$ cat config.mk
export PLATFORM = sky130hd
export DESIGN_NAME = active_error_code_table
export DESIGN_NICKNAME = d
export VERILOG_FILES = /design/src/hw/rtl/aect_pkg.sv /design/src/hw/rtl/aect_ram.sv /design/src/hw/rtl/active_error_code_table.sv
export SDC_FILE = /design/constraint.sdc
export NUM_CORES = 1
export LEC_CHECK = 0
export ABC_AREA = 1
export BUFFER_PORTS_ARGS = -buffer_cell sky130_fd_sc_hd__buf_4
export CAP_MARGIN = 20
export CORE_MARGIN = 3
export CORE_UTILIZATION = 65
export CTS_CLUSTER_DIAMETER = 80
export DETAILED_ROUTE_END_ITERATION = 7
export PLACE_DENSITY = 0.83
export SETUP_SLACK_MARGIN = 0.02
export SLEW_MARGIN = 10
export SYNTH_ARGS = -nofsm -noshare
export SYNTH_HDL_FRONTEND = slang
export SYNTH_SLANG_ARGS = --single-unit
$ cat constraint.sdc
create_clock -name clk -period 5.9 [get_ports clk]
set_input_delay 1.18 -clock clk [delete_from_list [all_inputs] [get_ports clk]]
set_output_delay 1.18 -clock clk [all_outputs]
set_load 0.005 [all_outputs]
$ cat src/hw/rtl/aect_pkg.sv
// Package for the active error code table.
// Holds the table size, field widths, command and status codes, item structs
// and the state type. No dependencies.
`default_nettype none

package aect_pkg;

	localparam int CAPACITY = 16;
	localparam int IDX_W = (CAPACITY > 1) ? $clog2(CAPACITY) : 1;
	localparam int CNT_W = $clog2(CAPACITY + 1);

	localparam int CODE_W = 16;
	localparam int POS_W = 4;
	localparam int TOT_W = 5;

	localparam logic [1:0] CMD_INSERT = 2'd0;
	localparam logic [1:0] CMD_DELETE = 2'd1;
	localparam logic [1:0] CMD_FIND = 2'd2;

	localparam logic [1:0] ST_DONE = 2'd0;
	localparam logic [1:0] ST_PRESENT = 2'd1;
	localparam logic [1:0] ST_FULL = 2'd2;
	localparam logic [1:0] ST_ABSENT = 2'd3;

	typedef struct packed {
		logic [1:0] command;
		logic [CODE_W-1:0] error_code;
	} in_item_t;

	typedef struct packed {
		logic found;
		logic [POS_W-1:0] position;
		logic [TOT_W-1:0] entry_total;
		logic [1:0] status;
	} out_item_t;

	typedef enum logic [1:0] {
		S_IDLE,
		S_SCAN,
		S_SHIFT
	} state_t;

endpackage

`default_nettype wire

$ cat src/hw/rtl/aect_ram.sv
// Generic simple dual-port RAM with one write port and a registered read port.
// No dependencies.
`default_nettype none

module aect_ram #(
	parameter int WIDTH = 16,
	parameter int DEPTH = 16
) (
	input wire logic clk,
	input wire logic we,
	input wire logic [((DEPTH > 1) ? $clog2(DEPTH) : 1)-1:0] waddr,
	input wire logic [WIDTH-1:0] wdata,
	input wire logic [((DEPTH > 1) ? $clog2(DEPTH) : 1)-1:0] raddr,
	output logic [WIDTH-1:0] rdata
);

	logic [WIDTH-1:0] mem_q [DEPTH];

	always_ff @(posedge clk) begin
		if (we) begin
			mem_q[waddr] <= wdata;
		end
		rdata <= mem_q[raddr];
	end

endmodule

`default_nettype wire

$ cat src/hw/rtl/active_error_code_table.sv
// Top level of the active error code table.
// Depends on aect_pkg and aect_ram.
`default_nettype none

// The table holds up to CAPACITY distinct codes in insertion order in one RAM.
// An item is taken when start is high and busy is low. The stored entries are
// scanned one per cycle through the RAM read port until a hit or the end of the
// table. A delete then moves each later entry down by one, one entry per cycle.
// The result is registered: it appears in the cycle after the work ends, on
// result for a single cycle with done high, and must be taken then. busy drops
// in that same cycle.

module active_error_code_table (
	input wire logic clk,
	input wire logic arst_n,
	input wire logic start,
	output logic busy,
	input wire aect_pkg::in_item_t request,
	output logic done,
	output aect_pkg::out_item_t result
);

	aect_pkg::state_t state_q, state_d;
	aect_pkg::in_item_t req_q;
	logic [aect_pkg::CNT_W-1:0] cnt_q, cnt_d;
	logic [aect_pkg::CNT_W-1:0] rd_q, rd_d;
	logic [aect_pkg::IDX_W-1:0] where_q, where_d;
	logic v_s1, v_d;
	logic [aect_pkg::IDX_W-1:0] a_s1, a_d;
	logic done_d;
	aect_pkg::out_item_t res_d;

	logic we;
	logic [aect_pkg::IDX_W-1:0] waddr;
	logic [aect_pkg::CODE_W-1:0] wdata;
	logic [aect_pkg::IDX_W-1:0] raddr;
	logic [aect_pkg::CODE_W-1:0] rdata;
	logic issue;
	logic hit_now;

	aect_ram #(
		.WIDTH(aect_pkg::CODE_W),
		.DEPTH(aect_pkg::CAPACITY)
	) u_ram (
		.clk(clk),
		.we(we),
		.waddr(waddr),
		.wdata(wdata),
		.raddr(raddr),
		.rdata(rdata)
	);

	assign busy = (state_q != aect_pkg::S_IDLE);

	always_comb begin
		state_d = state_q;
		cnt_d = cnt_q;
		rd_d = rd_q;
		where_d = where_q;
		v_d = 1'b0;
		a_d = rd_q[aect_pkg::IDX_W-1:0];
		done_d = 1'b0;
		res_d = '0;
		we = 1'b0;
		waddr = cnt_q[aect_pkg::IDX_W-1:0];
		wdata = req_q.error_code;
		raddr = rd_q[aect_pkg::IDX_W-1:0];
		issue = (rd_q < cnt_q);
		hit_now = v_s1 && (rdata == req_q.error_code);

		case (state_q)
			aect_pkg::S_IDLE: begin
				if (start) begin
					rd_d = '0;
					state_d = aect_pkg::S_SCAN;
				end
			end
			aect_pkg::S_SCAN: begin
				v_d = issue && !hit_now;
				if (issue) begin
					rd_d = rd_q + 1'b1;
				end
				if (hit_now) begin
					where_d = a_s1;
					res_d.found = 1'b1;
					res_d.position = aect_pkg::POS_W'(a_s1);
					res_d.entry_total = aect_pkg::TOT_W'(cnt_q);
					case (req_q.command)
						aect_pkg::CMD_INSERT: begin
							res_d.status = aect_pkg::ST_PRESENT;
							done_d = 1'b1;
							state_d = aect_pkg::S_IDLE;
						end
						aect_pkg::CMD_DELETE: begin
							v_d = 1'b0;
							rd_d = aect_pkg::CNT_W'(a_s1) + 1'b1;
							state_d = aect_pkg::S_SHIFT;
						end
						default: begin
							res_d.status = aect_pkg::ST_DONE;
							done_d = 1'b1;
							state_d = aect_pkg::S_IDLE;
						end
					endcase
				end else if (!issue && !v_s1) begin
					res_d.entry_total = aect_pkg::TOT_W'(cnt_q);
					res_d.status = aect_pkg::ST_ABSENT;
					if (req_q.command == aect_pkg::CMD_INSERT) begin
						if (cnt_q >= aect_pkg::CNT_W'(aect_pkg::CAPACITY)) begin
							res_d.status = aect_pkg::ST_FULL;
						end else begin
							we = 1'b1;
							cnt_d = cnt_q + 1'b1;
							res_d.entry_total = aect_pkg::TOT_W'(cnt_d);
							res_d.status = aect_pkg::ST_DONE;
						end
					end
					done_d = 1'b1;
					state_d = aect_pkg::S_IDLE;
				end
			end
			aect_pkg::S_SHIFT: begin
				v_d = issue;
				if (issue) begin
					rd_d = rd_q + 1'b1;
				end
				if (v_s1) begin
					we = 1'b1;
					waddr = a_s1 - 1'b1;
					wdata = rdata;
				end
				if (!issue && !v_s1) begin
					cnt_d = cnt_q - 1'b1;
					res_d.found = 1'b1;
					res_d.position = aect_pkg::POS_W'(where_q);
					res_d.entry_total = aect_pkg::TOT_W'(cnt_d);
					res_d.status = aect_pkg::ST_DONE;
					done_d = 1'b1;
					state_d = aect_pkg::S_IDLE;
				end
			end
			default: begin
				state_d = aect_pkg::S_IDLE;
			end
		endcase
	end

	always_ff @(posedge clk or negedge arst_n) begin
		if (!arst_n) begin
			state_q <= aect_pkg::S_IDLE;
			cnt_q <= '0;
			rd_q <= '0;
			v_s1 <= 1'b0;
			done <= 1'b0;
		end else begin
			state_q <= state_d;
			cnt_q <= cnt_d;
			rd_q <= rd_d;
			v_s1 <= v_d;
			done <= done_d;
		end
	end

	always_ff @(posedge clk) begin
		if (start && !busy) begin
			req_q <= request;
		end
		where_q <= where_d;
		a_s1 <= a_d;
		if (done_d) begin
			result <= res_d;
		end
	end

endmodule

`default_nettype wire

# --- Word-level counts from Yosys, hierarchy flattened ---
# Memory sizes are Yosys's and may differ from the RTL's. A register that Yosys moved wholly into a read port is not among the register bits.
# Cells that the tools add are included.
op_classes:
  n_addsub: 5
  magnitude_cmp: 2
  eq_ne: 9
  muxes: 43
  n_reduce_logical: 16
ops:
  columns: ["op", "count"]
  rows:
  - ["$mux W5", 10]
  - ["$mux W16", 2]
  - ["$pmux W12 S2", 1]
  - ["$mux W7", 3]
  - ["$eq A16 B16 Y1", 1]
  - ["$pmux W5 S3", 1]
  - ["$mux W1", 13]
  - ["$mux W12", 1]
  - ["$add A5 B1 Y5 const B", 2]
  - ["$mux W2", 5]
  - ["$ne A2 B2 Y1 const B", 5]
  - ["$pmux W5 S2", 1]
  - ["$mux W4", 2]
  - ["$pmux W1 S2", 3]
  - ["$pmux W2 S3", 1]
  - ["$add A4 B1 Y5 const B", 1]
  - ["$ge A5 B5 Y1 const B", 1]
  - ["$lt A5 B5 Y1", 1]
  - ["$reduce_and A5 Y1", 1]
  - ["$sub A5 B1 Y5 const B", 1]
  - ["$eq A2 B1 Y1 const B", 2]
  - ["$logic_and A1 B1 Y1", 4]
  - ["$logic_not A1 Y1", 4]
  - ["$logic_not A2 Y1", 2]
  - ["5 further kinds", 7]
totals:
  reg_bits: 52
  ramBits: 256
  in_bits: 21
  out_inout_bits: 14
  elab_cells: 89
  mem_count: 1
mem_list:
  columns: ["name", "depth", "word_bits", "rd", "rd_clocked_by_memory_dff", "write_ports", "line", "text"]
  rows:
  - ["u_ram.mem_q", 16, 16, 1, 1, 1, "aect_ram.sv:17", "logic [WIDTH-1:0] mem_q [DEPTH];"]

# --- Longest topological paths before layout ---
# Gate-level depths: netlist of run 1.
logic_depth:
  ltp_word: 8
  mapped_depth: 16
  mapped_depth_nobuf: 15

# --- Hierarchy ---
# Synthesis of run 1 repeated with hierarchy kept, for this count alone.
hier_totals:
  hier_cells: 1570
  area_unflattened_um2: 14941.8
by_module_without_submodules:
  columns: ["module", "n_inst", "cells_each", "area_per_inst_um2", "seq_area_each_um2"]
  rows:
  - ["aect_ram", 1, 1074, 11380.9, 8007.7]
  - ["active_error_code_table", 1, 496, 3560.9, 1451.4]

# --- Worst setup path after synthesis of run 1 ---
# Ideal clock, no wire load.
synth_path:
  kind: "register to register"
  from: "register cnt_q[2] (netlist name)"
  to: "memory u_ram.mem_q[12][0] (enable)"
  setup_time_ps: 409
  t_arrival_ps: 2920
  required_time_ps: 5491
  slack_ps: 2570
  path_stages_with_launch: 14
  n_path_buf: 1
  period_less_slack_ps: 3330
  cell_sequence: "dfrtp_1 clkbuf_1 inv_1 ha_1 nand2_1 nand2_1 nand2_1 nand3_4 nand2_4 inv_4 nand2_2 o21ai_2 nand2_2 nor3_1"
synth_via:
  elab_chain_cells: 8
  word_cells_on_any_way: 13
  cone_classes: "order compare: 2; mux: 9; reduce/logical: 2"
synth_lines:
  columns: ["element", "line", "text"]
  rows:
  - ["start, declared", "active_error_code_table.sv:25", "logic [aect_pkg::CNT_W-1:0] cnt_q, cnt_d;"]
  - ["start signal, assigned", "active_error_code_table.sv:157", "cnt_q <= cnt_d;"]
  - ["$ge A5 B5 Y1 / $lt A5 B5 Y1 (equally long branches)", "active_error_code_table.sv:109, active_error_code_table.sv:68", null]
  - ["$mux W1 / $logic_not A1 Y1 (equally long branches)", "active_error_code_table.sv:109, active_error_code_table.sv:105", null]
  - ["$mux W1 / $logic_and A1 B1 Y1 (equally long branches)", "active_error_code_table.sv:108, active_error_code_table.sv:105", null]
  - ["$mux W1", "active_error_code_table.sv:105", "end else if (!issue && !v_s1) begin"]
  - ["$mux W1", "active_error_code_table.sv:83", "if (hit_now) begin"]
  - ["$pmux W1 S2", "active_error_code_table.sv:71", "case (state_q)"]
  - ["$mux W1", "aect_ram.sv:20", "if (we) begin"]
  - ["$mux W1 (implied by the code)", "aect_ram.sv:21", "mem_q[waddr] <= wdata;"]
  - ["end, declared", "aect_ram.sv:17", null]
# Several ways; a longest one is shown, not always the timed one.

# --- Worst setup path after layout of run 1 ---
layout_path:
  from: "register rd_q[0] (netlist name)"
  to: "memory u_ram.mem_q[3][14] (enable)"
layout_via:
  elab_chain_cells: 8
layout_lines:
  columns: ["element", "line", "text"]
  rows:
  - ["start, declared", "active_error_code_table.sv:26", "logic [aect_pkg::CNT_W-1:0] rd_q, rd_d;"]
  - ["start signal, assigned", "active_error_code_table.sv:158", "rd_q <= rd_d;"]
  - ["$lt A5 B5 Y1", "active_error_code_table.sv:68", "issue = (rd_q < cnt_q);"]
  - ["$logic_not A1 Y1", "active_error_code_table.sv:105", null]
  - ["$logic_and A1 B1 Y1", "active_error_code_table.sv:105", null]
  - ["$mux W1", "active_error_code_table.sv:105", null]
  - ["$mux W1", "active_error_code_table.sv:83", null]
  - ["$pmux W1 S2", "active_error_code_table.sv:71", null]
  - ["$mux W1", "aect_ram.sv:20", null]
  - ["$mux W1 (implied by the code)", "aect_ram.sv:21", null]
# Every way passes these cells.

==> results summary, run 1 <==
The run finished with clean final reports. The leakage power is around 5.9 nW. The internal power of the cells totals ~4.5 mW. The floorplan has between 50 and 60 rows. The post-cts repair resize count is 0.

The final antenna diode count is 0. The data arrival time at the worst-slack endpoint came out at between 4 and 5 ns. The count of hold-fix buffers inserted at cts came out at 0.

The number of buffer cells added on primary ports came out at 34. The post-synthesis net count is 1270. The clock-pin slew reported for the worst setup and hold paths after clock tree synthesis came out at 0.06 ns.

The average vias per placed instance is slightly above 6. The horizontal die dimension is 151 um. The number of synthesized flops with an enable pin came out at 290. 35 I/O pins were placed. The number of antenna violations at the first check in global routing came to 0. The slew at the pin with the worst max-slew slack came out at roughly 1.0 ns.

The maximum ir drop on the vdd rail came out at 270 uV. The number of optimization iterations in the first detailed-route pass came out at 6. Of the cells placed in the final design, the portion with a size suffix greater than 1 is 10.9%. The placeable core region came out at ~20000 um^2. The half-perimeter wire length after detailed placement came out at around 21000 um. Yosys printed 0 warnings. The sum of overflow across all layers after global routing is 0. Counting flops with an async set or reset pin after synthesis yields a share of ~4.3%. The multi-input combinational cells in the finished layout cover a total of around 3800 um^2. The leading register cell type out of synthesis is sky130_fd_sc_hd__edfxtp_1.

In this run the deepest clock path goes through 3 buffers. After synthesis the netlist holds a flip-flop and latch count of around 320. The combinational cell fraction of total power came out at between 20% and 30%. The overall track demand over capacity in global routing came out at between 30 and 40%.

The sink count of the clock tree is roughly 320. The total detailed-routing wirelength came out at roughly 34000 um. The critical path is of the reg2reg type. The achievable frequency came out at between 200 and 250 MHz. The design draws around 6.8 mW. The filler cells instantiated in the layout total between 1000 and 1500. The number of setup buffers added after CTS is 0. The design area came out at about 15000 um^2. The cell chosen for the clock root is sky130_fd_sc_hd__clkbuf_16.

The storage element area came out at ~9500 um^2. Final hold analysis gives a worst-case slack of ~0.48 ns. The total CTS buffers is 30. The maximum fanout count along the critical path came out at 54. The power dissipated by switching net loads came out at about 2.4 mW.

In this run the remaining antenna-violating nets after routing total 0. The average footprint of a synthesized cell is 11.1 um^2. The share of total power in sequential cells came out at between 40% and 50%. Headroom to the max-slew limit came out at between 30% and 40%.

The pin count of the biggest net entering global routing came out at between 80 and 90. The library cell used most frequently in the layout, excluding fill and tap cells, is sky130_fd_sc_hd__nand2_1. The layout-stage area growth over the synthesis result came out at 12.2%.

For this configuration, the core starts out at a cell density of 66.9%. On the final layout, the worst clock skew is approximately 0.018 ns. The CTS tree is built. The die span in y is around 150 um. The number of DRC markers in iteration 0 came out at approximately 1100.

Dividing total power by cell area gives a power density of 443 nW/um^2. The global placement routability congestion came out at about 0.92. The fraction of power spent switching nets is 34.7%. The setup violation total in the final timing report is 0. Per report_power, the clock group accounts for 28.8% of the total. The final-layout setup total negative slack came out at 0 ns. The standard cell area after detailed placement came out at 14400 um^2. The number of DRC violations after detailed routing came out at 0. The floorplan step defined a die boundary enclosing about 23000 um^2.

The max capacitance violation total is 0. The count of final max-slew check failures is 0. The post-layout net count is 1310. The number of instances in the synthesized netlist is between 1000 and 1500. The combined area of all synthesized cells came out at between 10000 and 15000 um^2. The nature of the critical path startpoint is a flop. STA classifies the critical path endpoint as a flop. CTS built an H-tree with a depth of 1. The count of vias placed by the detailed router came out at slightly below 10000. Clock latency on the worst-skew pair, taken at its later pin, is 0.56 ns. In the layout the commonest cells are sky130_fd_sc_hd__nand2_1, sky130_fd_sc_hd__edfxtp_1, sky130_fd_sc_hd__o21ai_0. The final critical delay including setup and external delays is 4.10 ns. After layout, the worst path uses a little over two thirds of the clock period. The routed length per instance came out at approximately 22 um.

After layout, the worst setup slack is roughly 1.8 ns. The share of the yosys chip area belonging to registers came out at 69.0%. The worst setup slack after placement is roughly 1.9 ns. The wire length of the first global-routing pass came out at 51700 um. Setup repair after global routing left no endpoint under its margin. The tightest min-delay check is of the in2async type. The number of hold violations in the final report came out at 0.

The via count of the first global-routing pass was around 9500. The required time of the worst setup path came out at between 6 and 7 ns. The distinct cell type count after synthesis is 36.
==> power by group through the flow <==
stage                     Combinational (mW)  Clock (mW)  Sequential [mW]
after floorplan                         1.33           0             2.87
after global placement                  1.80           0             2.95
after detailed placement                1.84           0             2.96
after CTS                               1.88        1.97             2.92
after global routing                    2.14        2.06             2.94
final                                   1.93        1.96             2.92
==> synthesized netlist by cell type (20+ instances only) <==
library cell / instances / area share [%]
sky130_fd_sc_hd__nor2_1: 110 / 3.0
sky130_fd_sc_hd__a221oi_1: 20 / 1.3
sky130_fd_sc_hd__a21oi_1: 57 / 2.1
sky130_fd_sc_hd__edfxtp_1: 290 / 64
sky130_fd_sc_hd__o21ai_0: 119 / 4.3
sky130_fd_sc_hd__nand4_1: 24 / 1.1
sky130_fd_sc_hd__nand3_1: 42 / 1.5
sky130_fd_sc_hd__inv_1: 80 / 2.2
sky130_fd_sc_hd__clkbuf_1: 42 / 1.1
sky130_fd_sc_hd__o22ai_1: 20 / 0.91
sky130_fd_sc_hd__nand2_1: 306 / 8.4
sky130_fd_sc_hd__dfxtp_1: 20 / 2.9
==> cell families after synthesis <==
logic type                 count (synthesis)  share of synthesized area (%)
and+or+nand+nor                          509                           15.3
DFF                                      324                           69.0
AOI/OAI and AO/OA                        237                           9.84
buffers and inverters                    143                           4.01
adders and majority gates                 13                           1.19
xor gates and xnor gates                   9                          0.575
muxes                                      1                         0.0730
==> registers in the layout (all words and copies together), names as in the netlist <==
name         flops
a_s1             4
where_q          4
req_q           18
rd_q             5
done             1
state_q          2
result          12
u_ram.mem_q    256
v_s1             1
u_ram.rdata     16
cnt_q            5
==> layout make-up <==
class                   count  area share, %
flip-flops and latches    324           61.5
clock buffers              41           5.35
repair buffers             66           3.22
inverters                  85           2.10
well taps                 270           2.20
multi-input cells         769           24.4
clock inverters            14           1.16
==> final timing paths <==
check | cells past startpoint | from | end | slack, ns
min reg2reg | 0 | a_s1[1] | where_q[1] | 0.55
max | 12 | rd_q[0] | u_ram.mem_q[3][14] | 1.80
max reg2reg | 12 | rd_q[0] | u_ram.mem_q[3][14] | 1.80
min | 1 | arst_n | rd_q[1] | 0.48
max in group asynchronous | 1 | arst_n | rd_q[0] | 5.19
min in group clk | 0 | a_s1[1] | where_q[1] | 0.55
==> layer usage <==
metal / share of wire [%] / GRT usage (%) / up-vias
li1: - / - / 4418
met4: 3.4 / 10.5 / 0
met2: 47 / 48.5 / 637
met5: 0 / 0 / -
met1: 38 / 41.9 / 4599
met3: 12 / 5.12 / 99
==> through the flow <==
step / utilization (%) / cells
global route: 75.0 / 1569
floorplan: - / 1236
finish: 75.0 / 1569
CTS: 75.0 / 1568
detailed placement: 70.1 / 1513
global placement: 70.1 / 1513
==> worst max-delay path, stage by stage (launching register included) <==
cell	delay [ns]
sky130_fd_sc_hd__dfrtp_4	0.79
sky130_fd_sc_hd__clkinv_2	0.70
sky130_fd_sc_hd__nand2_1	0.25
sky130_fd_sc_hd__nand2_2	0.12
sky130_fd_sc_hd__nand3_4	0.13
sky130_fd_sc_hd__nand2_4	0.11
sky130_fd_sc_hd__inv_4	0.10
sky130_fd_sc_hd__nand2_2	0.06
sky130_fd_sc_hd__o21ai_2	0.14
sky130_fd_sc_hd__nand2_2	0.21
sky130_fd_sc_hd__nor2_2	0.16
sky130_fd_sc_hd__nand2_1	0.19
sky130_fd_sc_hd__nor2_2	0.72
(Power assumes the default switching activity.)
==> run 2, diff against run 1 <==
--- a/config.mk
+++ b/config.mk
@@ -9,10 +9,10 @@
 export BUFFER_PORTS_ARGS = -buffer_cell sky130_fd_sc_hd__buf_4
 export CAP_MARGIN = 20
 export CORE_MARGIN = 3
-export CORE_UTILIZATION = 65
+export CORE_UTILIZATION = 56
 export CTS_CLUSTER_DIAMETER = 80
 export DETAILED_ROUTE_END_ITERATION = 7
-export PLACE_DENSITY = 0.83
+export PLACE_DENSITY = 0.77
 export SETUP_SLACK_MARGIN = 0.02
 export SLEW_MARGIN = 10
 export SYNTH_ARGS = -nofsm -noshare
==> constraint.sdc (replaced) <==
create_clock -name clk -period 3.49 [get_ports clk]
set_input_delay 0.698 -clock clk [delete_from_list [all_inputs] [get_ports clk]]
set_output_delay 0.698 -clock clk [all_outputs]
set_load 0.005 [all_outputs]
==> run 2 against run 1 <==
Clock power up 65%; maximum frequency up 29%; combinational power grew 79%; worst hold slack worse by 0.19 ns; cell area is 1.3% higher; sequential power rose by 66%; final cell count rose by 4.3%; clock skew shrank 0.00069 ns; critical path depth up 3; register-to-register slack got worse by 1.5 ns; total power up 69%; wire length grew 0.85%; largest power group unchanged; highest routed layer is now met5.
==> results summary, run 2 (synthesis results as in run 1) <==
Subtracting the final worst setup slack from the clock period gives 3.17 ns. The cell chosen for the clock root is sky130_fd_sc_hd__clkbuf_16. The average vias per placed instance came out at between 5 and 6.

The sum of overflow across all layers after global routing is 0. The global placement routability congestion is ~0.98. The leading cell type in the layout, fill and taps excluded is sky130_fd_sc_hd__nand2_1. In the final layout, the registers with the most flip-flops are u_ram.mem_q: 256 flops, req_q: 18 flops, u_ram.rdata: 16 flops.

The maximum ir drop on the vdd rail is 459 uV. The half-perimeter wire length after detailed placement is between 20000 and 25000 um. Across the routed clock network, the largest skew measured is roughly 0.018 ns. In this run the number of H-tree levels came out at 1.

In this run, CTS created clock tree buffers numbering 31. The count of standard-cell rows came out at 56. The sink count of the clock tree is 324.

The clock latency on the worst-skew pair is 0.58 ns. For this run, design rule violations remaining after detail routing come to 0. Data on the critical path arrives at its endpoint at between 3 and 4 ns. The post-cts repair resize count is 0. The max capacitance violation total is 0. The number of hold buffers added after CTS was 1. The post-layout net count came out at roughly 1300. For the worst setup path, the data required time is approximately 3.7 ns. In this run the horizontal extent of the chip is ~160 um. The placeable core region came out at roughly 24000 um^2. Setup repair after global routing left no endpoint under its margin. The worst-case headroom to the max-slew limit came out at between 40% and 50%. The count of final max-slew check failures is 0. The count of nets left with antenna violations after detail routing came out at 0. The nature of the critical path startpoint is a flop. The first global-routing pass estimated ~53000 um of wire.

The end-of-flow core utilization is 65.6%. The final-layout setup total negative slack is 0 ns. The ratio of cells with drive above 1 in the final layout is 12.0%. The via count of the first global-routing pass is ~9400.

The number of setup buffers added after CTS came out at 0. The clock-pin slew reported for the worst setup and hold paths after clock tree synthesis came out at roughly 0.060 ns. The initial core utilization came out at between 50% and 60%.

The flow ran to the end, and the final reports show no timing, DRC or antenna violations. The number of optimization iterations in the first detailed-route pass is 6. The number of DRC markers in iteration 0 is roughly 1400. The nature of the critical path endpoint is a flop. The maximum fanout count along the critical path is 16. From synthesis to final layout, the design area changed by 13.6%.

The number of buffer cells added on primary ports is 34. The CTS tree is built. The count of vias placed by the detailed router came out at ~9800. The number of hold violations in the final report came to 0.

The multi-input combinational cell area came out at 3760 um^2. The leakage power came out at around 6.0 nW. Counting along the longest clock path gives a buffer depth of 3. The layout has 1740 filler cells. For the pin with the worst max-slew slack, the measured transition is between 0.8 and 0.9 ns.

The I/O pin total came out at 35. The critical path in this run is classified as reg2reg. Derived from the worst setup path, the maximum achievable clock frequency is about 320 MHz. The final cycle utilization of the critical path came out at about nine tenths. The worst setup slack after placement came out at ~0.42 ns. For this run, the total global-route usage over all layers was measured as approximately 26%. The storage element area came out at roughly 9500 um^2. The register with the most flip-flops in the final layout is u_ram.mem_q. The die span in y came out at 162 um. Setup slack on the critical path of the routed design comes to 0.322 ns. The routed length per instance came out at ~21 um. In this run the power density over the cells is about 740 nW/um^2.

The total detailed-routing wirelength came out at roughly 34000 um. The worst hold path belongs to the class in2reg. In the layout the commonest cells are sky130_fd_sc_hd__nand2_1, sky130_fd_sc_hd__edfxtp_1, sky130_fd_sc_hd__o21ai_0. Setup violations remaining at the end of the flow were counted as 0. The die covers ~26000 um^2. The register with the most flip-flops in the layout has around 260 of them.

The pin count of the biggest net entering global routing is 133. The number of antenna violations at the first check in global routing came to 2. The number of antenna diodes in the final layout is 0.
## run 2: metal layers
layer / global-route usage (%) / share of wire (%) / vias to the layer above
met1: 36.6 / 39 / 4592
met3: 6.10 / 12 / 101
li1: - / - / 4464
met2: 39.9 / 45 / 629
met4: 9.77 / 3.9 / 4
met5: 0 / 0.079 / -
## run 2: final cells by class
class	count	share of cell area, %
Clock inverter	16	0.996
Multi-Input combinational cell	769	24.1
Tap cell	319	2.56
Inverter	85	2.07
Timing Repair Buffer	82	4.13
Clock buffer	42	5.37
Sequential cell	324	60.7
## run 2: final timing paths
check,startpoint,end,slack [ns],cells past startpoint
max,cnt_q[4],u_ram.mem_q[6][0],0.32,15
min,request[13],req_q[13],0.29,1
max reg2reg,cnt_q[4],u_ram.mem_q[6][0],0.32,15
min reg2reg,rd_q[4],rd_q[4],0.56,2
max in group asynchronous,arst_n,rd_q[0],2.74,2
min in group asynchronous,arst_n,v_s1,0.52,2
## run 2: metrics by stage
stage / area, um^2 / total power [mW] / instances / hold slack (ns)
floorplan: 13700 / 7.09 / 1236 / 0.369
global placement: 14600 / 8.18 / 1578 / 0.531
detailed placement: 14600 / 8.26 / 1578 / 0.544
CTS: 15600 / 11.5 / 1637 / 0.285
global route: 15600 / 12.1 / 1637 / 0.283
finish: 15600 / 11.5 / 1637 / 0.294
## run 2: power breakdown
part	switching, mW	internal, mW	leakage, nW
Combinational	2.47	0.982	2.53
Sequential	0.200	4.64	2.97
Clock	1.40	1.84	0.486
## run 2: worst max-delay path: stages, from the launching register on
cell and delay [ns]:
sky130_fd_sc_hd__dfrtp_1 0.42, sky130_fd_sc_hd__clkinv_1 0.23, sky130_fd_sc_hd__ha_1 0.37, sky130_fd_sc_hd__nand2_1 0.07
sky130_fd_sc_hd__inv_1 0.06, sky130_fd_sc_hd__nand2_1 0.12, sky130_fd_sc_hd__nand3_4 0.18, sky130_fd_sc_hd__nand2_4 0.11
sky130_fd_sc_hd__inv_4 0.10, sky130_fd_sc_hd__nand2_2 0.06, sky130_fd_sc_hd__o21ai_2 0.13, sky130_fd_sc_hd__nand2_2 0.22
sky130_fd_sc_hd__nor2_2 0.18, sky130_fd_sc_hd__nand2_1 0.18, sky130_fd_sc_hd__nor2_2 0.14, sky130_fd_sc_hd__buf_4 0.27
==> run 3, diff against run 2 <==
--- a/config.mk
+++ b/config.mk
@@ -5,9 +5,8 @@
 export SDC_FILE = /design/constraint.sdc
 export NUM_CORES = 1
 export LEC_CHECK = 0
-export ABC_AREA = 1
 export BUFFER_PORTS_ARGS = -buffer_cell sky130_fd_sc_hd__buf_4
-export CAP_MARGIN = 20
+export CORE_ASPECT_RATIO = 0.6
 export CORE_MARGIN = 3
 export CORE_UTILIZATION = 56
 export CTS_CLUSTER_DIAMETER = 80
==> run 3 against run 2 <==
Die area is 2.1% lower; sequential share of layout area is 1.9 points higher; clock skew is 0.0040 ns lower; utilization is 0.77 points lower; sequential power is 4.3% lower; largest cell class unchanged; register-to-register slack better by 0.12 ns; maximum frequency is 3.8% higher; combinational power is 46% lower; synthesized area is 2.4% lower.
==> results summary, run 3 <==
The half-perimeter wire length after detailed placement is 21500 um. Across the run, the number of max-cap violations was 0. After detailed routing, the number of remaining DRC violations is 0. The share of total power in sequential cells is 48.2%. The proportion of synthesized flip-flops having asynchronous set or reset is 4.32%. The most common cell in the synthesized netlist is sky130_fd_sc_hd__edfxtp_1.

The flow ran to the end, and the final reports show no timing, DRC or antenna violations. The number of buffer cells added on primary ports came out at 34. The slew at the pin with the worst max-slew slack came out at 0.963 ns. The data arrival time at the worst-slack endpoint is ~3.2 ns.

STA classifies the critical path startpoint as a flop. Global routing finished with a remaining overflow of 0. The worst setup slack after placement is ~0.48 ns. Sorting the synthesized cells by area gives the leading types as sky130_fd_sc_hd__edfxtp_1, sky130_fd_sc_hd__mux4_2, sky130_fd_sc_hd__mux2i_1.

Routability-driven placement finished with a final weighted congestion of 0.977. The combinational cell fraction of total power is approximately a fifth. The standard cell area after detailed placement is about 14000 um^2. The final antenna diode count came out at 0. The distinct cell type count after synthesis is 67. After the first detailed-routing iteration, the DRC count stood at between 1000 and 1500. Of all nets on the critical path, the largest fanout is 16. The slowest stage of the critical path belongs to the cell sky130_fd_sc_hd__nor2_2. The count of final max-slew check failures came out at 0. The ratio of cells with drive above 1 in the final layout came out at about 22%.

The number of antenna violations at the first check in global routing came out at 1. The number of synthesized flops with an enable pin is 290. The number of optimization iterations in the first detailed-route pass came out at 5. The post-cts repair resize count is 0.

Traced cell by cell, the critical path runs through inv_1, ha_1, nand2_1, o21ai_4, a21oi_4, o32ai_1, nand2_1, nor2_2. The final critical delay including setup and external delays is roughly 3 ns. The placed instance count is about 1200. The clock latency on the worst-skew pair is roughly 0.54 ns. In the layout the commonest cells are sky130_fd_sc_hd__edfxtp_1, sky130_fd_sc_hd__buf_4, sky130_fd_sc_hd__nand2_1, sky130_fd_sc_hd__mux2i_1, sky130_fd_sc_hd__o21ai_0.

The total CTS buffers is 28. Counting flops and latches in the post-synthesis netlist gives approximately 320. The share of the yosys chip area belonging to registers came out at a little over two thirds. The internal portion of the total power is 6.97 mW.

The worst-case headroom to the max-slew limit is between 30% and 40%. The number of instances in the synthesized netlist came out at around 800. The Yosys step of the flow raised 0 warnings. The overall power came out at between 9 and 10 mW.

The final-layout setup total negative slack came out at 0 ns. The maximum ir drop on the vdd rail is about 900 uV. The post-route worst hold slack came out at about 0.014 ns. The register name with the most flops is u_ram.mem_q.

The post-layout instance count excluding filler cells came out at between 1000 and 1500. The cell chosen for the clock root is sky130_fd_sc_hd__clkbuf_16. Counting stages on the worst path, the most repeated cell is sky130_fd_sc_hd__nand2_1.

The combined area of all synthesized cells is between 10000 and 15000 um^2. Dividing the final minimum period by the clock period gives between 80 and 90%. The post-synthesis net count is roughly 860.

The pin count of the biggest net entering global routing came out at 102. The maximum root-to-sink buffer count came out at 3. The tree built by TritonCTS fans out to 324 sinks. The layout-stage area growth over the synthesis result is 12.9%. In this run the standard cell core region covers between 20000 and 25000 um^2.

By count the netlist is led by sky130_fd_sc_hd__edfxtp_1, sky130_fd_sc_hd__mux2i_1, sky130_fd_sc_hd__nand2_1. In this run the number of H-tree levels came out at 1. Of all cell types, the one taking the most synthesized area is sky130_fd_sc_hd__edfxtp_1. In the global route stage, overall resource usage came out at 25.1%. The floorplan step defined a die boundary enclosing roughly 26000 um^2. After floorplanning, the core was divided into 43 placement rows. The number of hold violations in the final report is 0. Once routing completed, OpenROAD measured the worst setup slack at roughly 0.44 ns. The average footprint of a synthesized cell came out at ~16 um^2. Net switching is 27.4% of the power. The achievable frequency is approximately 330 MHz. The clock skew is 0.0135 ns. The nature of the critical path endpoint is a flop. STA puts the critical path data required time at about 3.7 ns. The leakage power came out at approximately 5.0 nW. The horizontal die dimension is ~210 um.

The total detailed-routing wirelength came out at 31900 um. For this run, the leading register cell type out of synthesis is sky130_fd_sc_hd__edfxtp_1. The post-layout net count is 916. The wire length of the first global-routing pass is 47500 um. The via count of the first global-routing pass came to around 7500. The end-of-flow core utilization came out at 64.8%.

The routed length per instance came out at about 26 um. Per report_power, the clock group accounts for around a third of the total. The worst hold-check path type is in2async. The leading cell type in the layout, fill and taps excluded is sky130_fd_sc_hd__edfxtp_1.

The register with the most flip-flops in the layout has about 260 of them. The share of the synthesized area in the top cell type is 65.1%. The die is about 130 um tall. The count of vias placed by the detailed router is approximately 7800. The number of setup buffers added after CTS is 0. The initial core utilization came out at approximately 57%. The finished cells cover approximately 15000 um^2. The analysis attributes to net switching a power of 2.63 mW.

In the final layout, the registers with the most flip-flops are u_ram.mem_q: 256 flops, req_q: 18 flops, u_ram.rdata: 16 flops. The cell area power density is between 600 and 700 nW/um^2. The average vias per placed instance came out at 6.38. The clock-pin slew reported for the worst setup and hold paths after clock tree synthesis came out at around 0.07 ns. The kind of critical path is reg2reg. The highest cell delay on the worst timing path is 0.73 ns. The count of nets left with antenna violations after detail routing came out at 0.

The I/O pin total is 35. Setup violations remaining at the end of the flow were counted as 0. The count of hold-fix buffers inserted at cts came out at 0. Setup repair after global routing left no endpoint under its margin. TritonCTS built the clock tree.
==> run 3: cell types whose count changed after synthesis, sizes merged, moves of 18 or more <==
| cell | change |
|---|---|
| a22oi | +19 |
| o22ai | -19 |
| a21oi | -21 |
| nand2 | -258 |
| nor2 | -79 |
| inv | -66 |
| o21ai | -84 |
| nand3 | -34 |
| mux2 | +30 |
| xnor2 | +18 |
| mux2i | +51 |
| mux4 | +32 |
| clkbuf | -20 |
==> run 3: kinds of logic (layout without fill, tap and decap cells) <==
kind of cell	after synthesis	count (layout)	synth area share [%]
XOR/XNOR	26	26	1.76
multiplexers	114	114	11.8
AND/OR/NAND/NOR	138	138	4.93
adder cells (fa/ha/maj)	13	13	1.22
flip-flops	324	324	70.7
buffers and inverters	57	137	1.90
AO/OA/AOI/OAI	151	151	7.70
==> run 3: worst max-delay path: cells and delay by family, from the launching register on <==
kind / cells / cell delay, ns
buf+inv: 1 / 0.17
simple gates: 3 / 1.05
flops: 1 / 0.49
fa+ha+maj: 1 / 0.33
compound gates: 3 / 0.63
==> run 3: final timing paths <==
path                       startpoint                 end  slack, ns  cells after the start
min reg2reg                   a_s1[1]          where_q[1]       0.55                      0
max                          cnt_q[2]  u_ram.mem_q[9][11]       0.44                      8
max in group asynchronous      arst_n             rd_q[0]       3.25                      1
min in group clk           request[5]            req_q[5]       0.33                      1
min                            arst_n                done       0.01                      1
max reg2reg                  cnt_q[2]  u_ram.mem_q[9][11]       0.44                      8
==> run 3: layout make-up <==
class,count,area (um^2)
clock buffers,40,787
clock inverters,11,135
fillers,1604,8200
inverters,17,63.8
multi-input cells,442,3710
flip-flops and latches,324,9460
well taps,315,394
repair buffers,69,543
==> run 3: per-layer routing <==
metal  global-route usage [%]  routed length (um)
met1                     42.6               14100
met2                     28.8               11800
met3                     11.7                5480
met4                     4.18                 471
met5                     2.82                 100
==> run 3: power groups by stage <==
stage               clock network, mW  logic (mW)  registers, mW
floorplan                           0        1.24           4.65
global placement                    0        1.78           4.70
detailed placement                  0        1.80           4.71
CTS                              3.16        1.81           4.62
global route                     3.33        1.98           4.64
finish                           3.12        1.85           4.63
